--- src/deterministic_primality_tester_assert.svh ---
// assertion macros for the primality tester
`ifndef DETERMINISTIC_PRIMALITY_TESTER_ASSERT_SVH
`define DETERMINISTIC_PRIMALITY_TESTER_ASSERT_SVH
`ifndef NO_ASSERTIONS
`define DPT_ASSERT_IMPL(label, a, c) \
  label: assert property (@(posedge clk) disable iff (!rst_n) (a) |-> (c)) \
    else $error("assertion failed");
`define DPT_ASSERT_NEXT(label, a, c) \
  label: assert property (@(posedge clk) disable iff (!rst_n) (a) |=> (c)) \
    else $error("assertion failed");
`else
`define DPT_ASSERT_IMPL(label, a, c)
`define DPT_ASSERT_NEXT(label, a, c)
`endif
`endif

--- src/dpt_pkg.sv ---
// ----------------------------------------------------------------------------
// dpt_pkg
// constants and command/status types of the primality tester
// ----------------------------------------------------------------------------
package dpt_pkg;
  localparam int N_BITS_DEF = 49;
  localparam longint unsigned SMALL_BOUND = 64'd4759123141;
  localparam longint unsigned LARGE_BOUND = 64'd341550071728321;
  localparam int BASE_W = 6;
  localparam int BIDX_W = 3;

  // base table: small set then large set
  function automatic logic [BASE_W-1:0] base_of(input logic big,
                                                input logic [BIDX_W-1:0] i);
    logic [BASE_W-1:0] b;
    b = 6'd2;
    if (!big) begin
      case (i)
        3'd0: b = 6'd2;
        3'd1: b = 6'd7;
        default: b = 6'd61;
      endcase
    end else begin
      case (i)
        3'd0: b = 6'd2;
        3'd1: b = 6'd3;
        3'd2: b = 6'd5;
        3'd3: b = 6'd7;
        3'd4: b = 6'd11;
        3'd5: b = 6'd13;
        default: b = 6'd17;
      endcase
    end
    return b;
  endfunction

  // datapath operations
  typedef enum logic [2:0] {
    OP_NONE, OP_LOAD, OP_BASE, OP_MULB, OP_SQ, OP_SQX
  } op_t;

  typedef struct packed {
    op_t op;
    logic [BIDX_W-1:0] bidx;
  } dp_cmd_t;

  typedef struct packed {
    logic busy;
    logic e_bit;
    logic e_zero;
    logic x_one;
    logic x_nm1;
    logic base_zero;
    logic big_n;
    logic [6:0] s;
  } dp_sts_t;
endpackage

--- src/dpt_datapath.sv ---
// ----------------------------------------------------------------------------
// dpt_datapath
// modular arithmetic registers with a bit-serial shift-add multiplier
// ----------------------------------------------------------------------------
module dpt_datapath
  import dpt_pkg::*;
#(
  parameter int N_BITS = N_BITS_DEF
) (
  input  logic              clk,
  input  logic              rst_n,
  input  logic [N_BITS-1:0] cand,
  input  dp_cmd_t           cmd,
  output dp_sts_t           sts
);
  localparam int CW = $clog2(N_BITS + 1);

  logic [N_BITS-1:0] n_r, d_r, e_r, x_r, b_r;
  logic [N_BITS-1:0] ma_r, mb_r, acc_r;
  logic [6:0]        s_r;
  logic              busy_r, dst_x_r, red_r;
  logic [CW-1:0]     cnt_r;

  // modular add of two values below n
  function automatic logic [N_BITS-1:0] addm(input logic [N_BITS-1:0] a,
                                             input logic [N_BITS-1:0] b,
                                             input logic [N_BITS-1:0] m);
    logic [N_BITS:0] t;
    t = {1'b0, a} + {1'b0, b};
    if (t >= {1'b0, m}) t = t - {1'b0, m};
    return t[N_BITS-1:0];
  endfunction

  logic [N_BITS-1:0] dm1, bval;
  logic              big_n;
  assign big_n = (n_r >= N_BITS'(SMALL_BOUND));

  always_comb begin
    dm1 = cand - N_BITS'(1);
    // raw base, reduced below n over the following cycles
    bval = N_BITS'(base_of(big_n, cmd.bidx));
  end

  // trailing zero count of n-1 (low bit of odd n is one)
  logic [6:0] tz1;
  always_comb begin
    tz1 = '0;
    for (int i = N_BITS - 1; i >= 1; i--) if (dm1[i]) tz1 = 7'(i);
  end

  always_ff @(posedge clk) begin
    if (!rst_n) begin
      busy_r <= 1'b0;
      red_r  <= 1'b0;
      cnt_r  <= '0;
    end else begin
      case (cmd.op)
        OP_LOAD: begin
          n_r <= cand;
          s_r <= tz1;
          d_r <= dm1 >> tz1;
        end
        OP_BASE: begin
          b_r   <= bval;
          red_r <= 1'b1;
          x_r   <= N_BITS'(1);
          e_r   <= d_r;
        end
        OP_MULB, OP_SQ, OP_SQX: begin
          busy_r  <= 1'b1;
          cnt_r   <= '0;
          acc_r   <= '0;
          dst_x_r <= (cmd.op != OP_SQ);
          ma_r    <= (cmd.op == OP_MULB) ? b_r : ((cmd.op == OP_SQ) ? b_r : x_r);
          mb_r    <= (cmd.op == OP_MULB) ? x_r : ((cmd.op == OP_SQ) ? b_r : x_r);
          if (cmd.op == OP_SQ) e_r <= e_r >> 1;
        end
        default: ;
      endcase
      // reduce the base below n, one subtraction per cycle
      if (red_r) begin
        if (b_r >= n_r) b_r <= b_r - n_r;
        else red_r <= 1'b0;
      end
      // one multiplier bit per cycle
      if (busy_r) begin
        if (mb_r[0]) acc_r <= addm(acc_r, ma_r, n_r);
        ma_r  <= addm(ma_r, ma_r, n_r);
        mb_r  <= mb_r >> 1;
        cnt_r <= cnt_r + CW'(1);
        if (cnt_r == CW'(N_BITS - 1)) begin
          busy_r <= 1'b0;
          if (dst_x_r) x_r <= mb_r[0] ? addm(acc_r, ma_r, n_r) : acc_r;
          else b_r <= mb_r[0] ? addm(acc_r, ma_r, n_r) : acc_r;
        end
      end
    end
  end

  assign sts.busy      = busy_r | red_r;
  assign sts.e_bit     = e_r[0];
  assign sts.e_zero    = (e_r == '0);
  assign sts.x_one     = (x_r == N_BITS'(1));
  assign sts.x_nm1     = (x_r == n_r - N_BITS'(1));
  assign sts.base_zero = (b_r == '0);
  assign sts.big_n     = big_n;
  assign sts.s         = s_r;
endmodule

--- src/dpt_ctrl.sv ---
// ----------------------------------------------------------------------------
// dpt_ctrl
// sequencer for screening, bases, exponentiation and squaring rounds
// ----------------------------------------------------------------------------
module dpt_ctrl
  import dpt_pkg::*;
#(
  parameter int N_BITS = N_BITS_DEF
) (
  input  logic              clk,
  input  logic              rst_n,
  input  logic              in_valid,
  output logic              in_ready,
  input  logic [N_BITS-1:0] cand,
  output logic              out_valid,
  input  logic              out_ready,
  output logic              is_prime,
  output logic              out_of_range,
  output dp_cmd_t           cmd,
  input  dp_sts_t           sts
);
  typedef enum logic [3:0] {
    S_IDLE, S_BASE, S_CHK0, S_EXP, S_WMUL, S_WSQ, S_TEST, S_RSQ, S_RWAIT, S_DONE
  } state_t;

  state_t state_r, state_nxt;
  logic [BIDX_W-1:0] bidx_r, bidx_nxt;
  logic [6:0] r_r, r_nxt;
  logic out_valid_r, out_valid_nxt, prime_r, prime_nxt, oor_r, oor_nxt;

  always_comb begin
    state_nxt = state_r; bidx_nxt = bidx_r; r_nxt = r_r;
    out_valid_nxt = out_valid_r; prime_nxt = prime_r; oor_nxt = oor_r;
    cmd.op = OP_NONE; cmd.bidx = bidx_r;
    if (out_valid_r && out_ready) out_valid_nxt = 1'b0;
    case (state_r)
      S_IDLE: if (in_valid && (!out_valid_r || out_ready)) begin
        // screen trivial candidates
        if (64'(cand) >= LARGE_BOUND) begin
          out_valid_nxt = 1'b1; prime_nxt = 1'b0; oor_nxt = 1'b1;
        end else if (cand < N_BITS'(2) || !cand[0]) begin
          out_valid_nxt = 1'b1; prime_nxt = (cand == N_BITS'(2)); oor_nxt = 1'b0;
        end else begin
          cmd.op = OP_LOAD; bidx_nxt = '0; state_nxt = S_BASE;
        end
      end
      S_BASE: begin cmd.op = OP_BASE; state_nxt = S_CHK0; end
      // wait for the base reduction, skip a base that n divides
      S_CHK0: if (!sts.busy) state_nxt = sts.base_zero ? S_DONE : S_EXP;
      S_EXP: begin
        if (sts.e_zero) begin
          state_nxt = S_TEST;
        end else if (sts.e_bit) begin
          cmd.op = OP_MULB; state_nxt = S_WMUL;
        end else begin
          cmd.op = OP_SQ; state_nxt = S_WSQ;
        end
      end
      S_WMUL: if (!sts.busy) begin cmd.op = OP_SQ; state_nxt = S_WSQ; end
      S_WSQ: if (!sts.busy) state_nxt = S_EXP;
      S_TEST: begin
        r_nxt = 7'd1;
        if (sts.x_one || sts.x_nm1) state_nxt = S_DONE;
        else state_nxt = S_RSQ;
      end
      S_RSQ: begin
        if (r_r >= sts.s) begin
          // composite
          out_valid_nxt = 1'b1; prime_nxt = 1'b0; oor_nxt = 1'b0; state_nxt = S_IDLE;
        end else begin
          cmd.op = OP_SQX; state_nxt = S_RWAIT;
        end
      end
      S_RWAIT: if (!sts.busy) begin
        r_nxt = r_r + 7'd1;
        state_nxt = sts.x_nm1 ? S_DONE : S_RSQ;
      end
      S_DONE: begin
        // base passed: next base or prime
        if (bidx_r == (sts.big_n ? 3'd6 : 3'd2)) begin
          out_valid_nxt = 1'b1; prime_nxt = 1'b1; oor_nxt = 1'b0; state_nxt = S_IDLE;
        end else begin
          bidx_nxt = bidx_r + 3'd1; state_nxt = S_BASE;
        end
      end
      default: state_nxt = S_IDLE;
    endcase
  end

  always_ff @(posedge clk) begin
    if (!rst_n) begin
      state_r <= S_IDLE; out_valid_r <= 1'b0; bidx_r <= '0; r_r <= '0;
    end else begin
      state_r <= state_nxt; out_valid_r <= out_valid_nxt;
      bidx_r <= bidx_nxt; r_r <= r_nxt;
    end
    prime_r <= prime_nxt; oor_r <= oor_nxt;
  end

  assign in_ready     = (state_r == S_IDLE) && (!out_valid_r || out_ready);
  assign out_valid    = out_valid_r;
  assign is_prime     = prime_r;
  assign out_of_range = oor_r;
endmodule

--- src/deterministic_primality_tester.sv ---
// ----------------------------------------------------------------------------
// deterministic_primality_tester
// deterministic miller-rabin test of one candidate per beat
// ----------------------------------------------------------------------------
// in: candidate beat (in_valid/in_ready). out: is_prime, out_of_range beat.
// candidates at or above 341550071728321 return out_of_range from the idle
// screen with no test run; 0, 1, 2 and even values are answered there too.
// odd candidates run 3 bases below 4759123141, else 7 bases; each base is
// reduced below n by repeated subtraction, then a square-and-multiply
// exponentiation plus up to s-1 squarings, every modular product going
// through the one bit-serial multiplier; at most about 96 products per
// base, so the multiplier work sets the test time.
// one candidate is in work at a time.
// the result holds in its register until taken; a new candidate is taken
// while the old result waits only if out_ready is high in that cycle.
// reset clears the sequencer and the result valid flag.
// ----------------------------------------------------------------------------
`include "deterministic_primality_tester_assert.svh"
module deterministic_primality_tester
  import dpt_pkg::*;
#(
  parameter int N_BITS = N_BITS_DEF
) (
  input  logic              clk,
  input  logic              rst_n,
  input  logic              in_valid,
  output logic              in_ready,
  input  logic [N_BITS-1:0] in_candidate,
  output logic              out_valid,
  input  logic              out_ready,
  output logic              out_is_prime,
  output logic              out_of_range
);
  dp_cmd_t cmd;
  dp_sts_t sts;

  dpt_ctrl #(.N_BITS(N_BITS)) u_ctrl (
    .clk, .rst_n, .in_valid, .in_ready, .cand(in_candidate),
    .out_valid, .out_ready, .is_prime(out_is_prime), .out_of_range,
    .cmd, .sts
  );

  dpt_datapath #(.N_BITS(N_BITS)) u_dp (
    .clk, .rst_n, .cand(in_candidate), .cmd, .sts
  );

  `DPT_ASSERT_IMPL(a_oor_not_prime, out_valid && out_of_range, !out_is_prime)
  `DPT_ASSERT_NEXT(a_hold, out_valid && !out_ready, out_valid && $stable(out_is_prime))
  `DPT_ASSERT_IMPL(a_no_mul_when_busy, sts.busy, cmd.op != OP_MULB && cmd.op != OP_SQX)
endmodule

--- config.mk ---
export PLATFORM = sky130hd
export DESIGN_NAME = deterministic_primality_tester
export DESIGN_NICKNAME = d
export VERILOG_FILES = /design/src/dpt_pkg.sv /design/src/dpt_datapath.sv /design/src/dpt_ctrl.sv /design/src/deterministic_primality_tester.sv
export VERILOG_INCLUDE_DIRS = /design/src /design/src/src
export SDC_FILE = /design/constraint.sdc
export NUM_CORES = 2
export LEC_CHECK = 0
export BUFFER_PORTS_ARGS = -buffer_cell sky130_fd_sc_hd__buf_4
export CAP_MARGIN = 20
export CORE_UTILIZATION = 60
export CTS_CLUSTER_DIAMETER = 30
export DETAILED_ROUTE_END_ITERATION = 12
export PLACE_DENSITY_LB_ADDON = 0.3
export RECOVER_POWER = 50
export SKIP_CTS_REPAIR_TIMING = 1
export SKIP_LAST_GASP = 1
export SLEW_MARGIN = 20
export SYNTH_ARGS = -nofsm -noshare
export SYNTH_HDL_FRONTEND = slang
export SYNTH_SLANG_ARGS = --single-unit
--- constraint.sdc ---
create_clock -name clk -period 13.02 [get_ports clk]
set_input_delay 0.651 -clock clk [delete_from_list [all_inputs] [get_ports clk]]
set_output_delay 0.651 -clock clk [all_outputs]
set_load 0.005 [all_outputs]
==> results.toml <==
[status]
status = "finished, violations left"
violations = "design-rule violations, max-capacitance violations, max-slew violations"

[floorplanning]
pin_count = 57
coreArea_sq_mm = 0.0630
fp.dieH_um = 254
die_area_sq_mm = 0.0647
start_util_pct = 60.7
die_x_um = 254
rows = 92

[synthesis]
yosys.area.top_type_share_pct = 31.5
synth_edf_count = 401
ys_ff_latch = 424
syn_nets = 4681
synth_commonest_cells = "a21oi_1, edfxtp_1, nor2_1"
synth_warnings = 0
ys_types = 112
synthTopCellsByArea = "edfxtp_1, ha_1, a21oi_1, o21ai_0, mux2i_1"
async_flop_share_pct = 0
synth_area_leader_cell = "edfxtp_1"
syn_area_per_cell_sq_um = 8.67
post-synth-top-count-cell = "a21oi_1"
ys.flop_type = "edfxtp_1"
syn_inst = 4407
syn_area_sq_mm = 0.0382
ys_seq_area_share_pct = 32.7

[placed_design]
io_buffers = 56
dp_hpwl_mm = 108
gp_congestion = 1.04
placed_cell_area_sq_mm = 0.0392

[cells_and_area]
fin_nets = 4650
drive_above_1_share_pct = 8.57
syn_to_final_growth_pct = 10.8
utilization_pct = 67.2
seq_area_sq_mm = 0.0125
n_fill_cell = 5053
multiInputGateArea_sq_mm = 0.0243
fin_area_sq_mm = 0.0423

[sta]
setup_tns_ps = 0
finalHoldWorstSlack_ps = 331
rsz0062_at_grt = "false"
finalSetupViolCount = 0
hold_violations = 0
finalCritPeriodShare_pct = 78.3
slew_headroom_pct = -236
tightestPinTransition_ps = 5040
fin_skew_ps = 57.3
min_period_ps = 10190
slew_viol_final = 426
fmax_mhz = 98.1

[flow_run]
maxCapViolCount = 9

[grt]
grt.total_usage_pct = 45.3
grt_max_degree = 196
overflow = 0
grt_antenna_before_repair = 11
grt_pass1_vias = 35500
grt_pass1_wl_mm = 220

[detailed_routing]
wl_per_cell_um = 28.2
vias = 37800
viasPerCell = 7.12
routed_wl_mm = 149
firstDrtPassIters = 12
drc = 2
drtIter0Drc = 5071
antenna_left = 0

[worst_setup_path]
path_max_fanout = 81
crit_required_ps = 13250
cp.arrival_ps = 10420
cp-start-kind = "primary input"
endpoint_kind = "flip-flop"
setup.worst_path.class = "primary input to flip-flop"

[pwr]
ir_drop_v = 0.000133
power_switching_mw = 1.80
switching_share_pct = 32.6
p_total_mw = 5.53
power_density_mw_per_mm2 = 131
p_clk_share_pct = 45.4
p_int_mw = 3.72
comb_power_share_pct = 23.6
pwr-share-seq_pct = 31.0
leakage_nw = 16.3

[clock_tree]
cts.reportedPaths.clkPinSlew_ps = 50
cts.sinks = 424
cts_buffers = 98
cts_root_buffer = "clkbuf_16"
clockBufferDepth = 3
clock_latency_ps = 660
cts_tree = "yes"
htree_levels = 3

[hold_path]
hold_path_class = "primary input to flip-flop"
==> cells by family (layout without fill, tap and decap cells) <==
logic type	after synthesis	count (layout)	synth area share, %
and+or+nand+nor	1420	1420	19.1
DFF	424	424	32.7
buffers and inverters	376	425	3.89
muxes	219	219	5.96
AOI/OAI and AO/OA	1443	1443	24.0
other	1	8	0.00981
xor gates and xnor gates	303	303	7.03
adders and majority gates	221	221	7.31
==> metal layers <==
layer | GRT usage [%] | wire (um)
met1 | 55.2 | 54400
met2 | 67.9 | 63700
met3 | 12.7 | 18200
met4 | 34.5 | 13100
met5 | 0 | 65
==> power groups by stage <==
stage | registers (mW) | logic, mW | clock network, mW
after floorplan | 1.66 | 0.896 | 0
after global placement | 1.72 | 1.25 | 0
after detailed placement | 1.72 | 1.26 | 0
after CTS | 1.70 | 1.27 | 2.50
after global routing | 1.71 | 1.40 | 2.58
final | 1.71 | 1.31 | 2.51
==> critical path, cell delays in order <==
cell and delay, ps:
clkbuf_1 3450, clkinv_1 2410, nor4_1 620, nand4_1 150, nor3_1 200, clkbuf_1 1940
buf_4 820
==> through the flow <==
step | std cells | setup WS, ps
global route | 5302 | 2420
CTS | 5302 | 5050
global placement | 5122 | 5290
finish | 5309 | 2830
detailed placement | 5122 | 5140
floorplan | 4407 | 2910
==> placed cells by master (no fill, tap or decap), types with 50 or more instances in the layout <==
cell / count
mux2i_1: 160
o21ai_0: 359
ha_1: 217
mux2_2: 56
nand3_1: 195
inv_1: 133
nor3_1: 120
nor4_1: 66
clkbuf_16: 98
a31oi_1: 50
nand2_1: 268
xnor2_1: 171
a211oi_1: 97
clkbuf_1: 66
nand4_1: 66
edfxtp_1: 401
nor2_1: 362
nor2b_1: 71
a21o_1: 118
a21oi_1: 412
xor2_1: 129
==> final timing paths <==
check             cells past startpoint  slack (ps)          start                to
setup / recovery                      7        2830          rst_n      u_dp.n_r[12]
hold / removal                        3         330       in_valid  u_ctrl.out_valid
setup reg to reg                     25        4720   u_dp.ma_r[0]      u_dp.x_r[17]
hold reg to reg                       1         470  u_dp.cnt_r[5]     u_dp.cnt_r[5]
==> final cells by class <==
| cell class | instances | area share, % |
|---|---|---|
| flip-flops and latches | 424 | 29.5 |
| well taps | 846 | 2.50 |
| multi-input cells | 3607 | 57.4 |
| clock buffers | 107 | 5.87 |
| repair buffers | 105 | 1.39 |
| inverters | 140 | 1.24 |
| diodes | 7 | 0.0414 |
| clock inverters | 73 | 2.06 |
==> state kept, by name (all words and copies together) (netlist names) <==
register and flops:
u_ctrl.bidx_r 3, u_ctrl.is_prime 1, u_ctrl.out_of_range 1, u_ctrl.out_valid 1, u_ctrl.r_r 7, u_ctrl.state_r 4
u_dp.acc_r 49, u_dp.b_r 49, u_dp.busy_r 1, u_dp.cnt_r 6, u_dp.d_r 49, u_dp.dst_x_r 1
u_dp.e_r 49, u_dp.ma_r 49, u_dp.mb_r 49, u_dp.n_r 49, u_dp.red_r 1, u_dp.s_r 6
u_dp.x_r 49
Power figures use the tool's default switching activity.
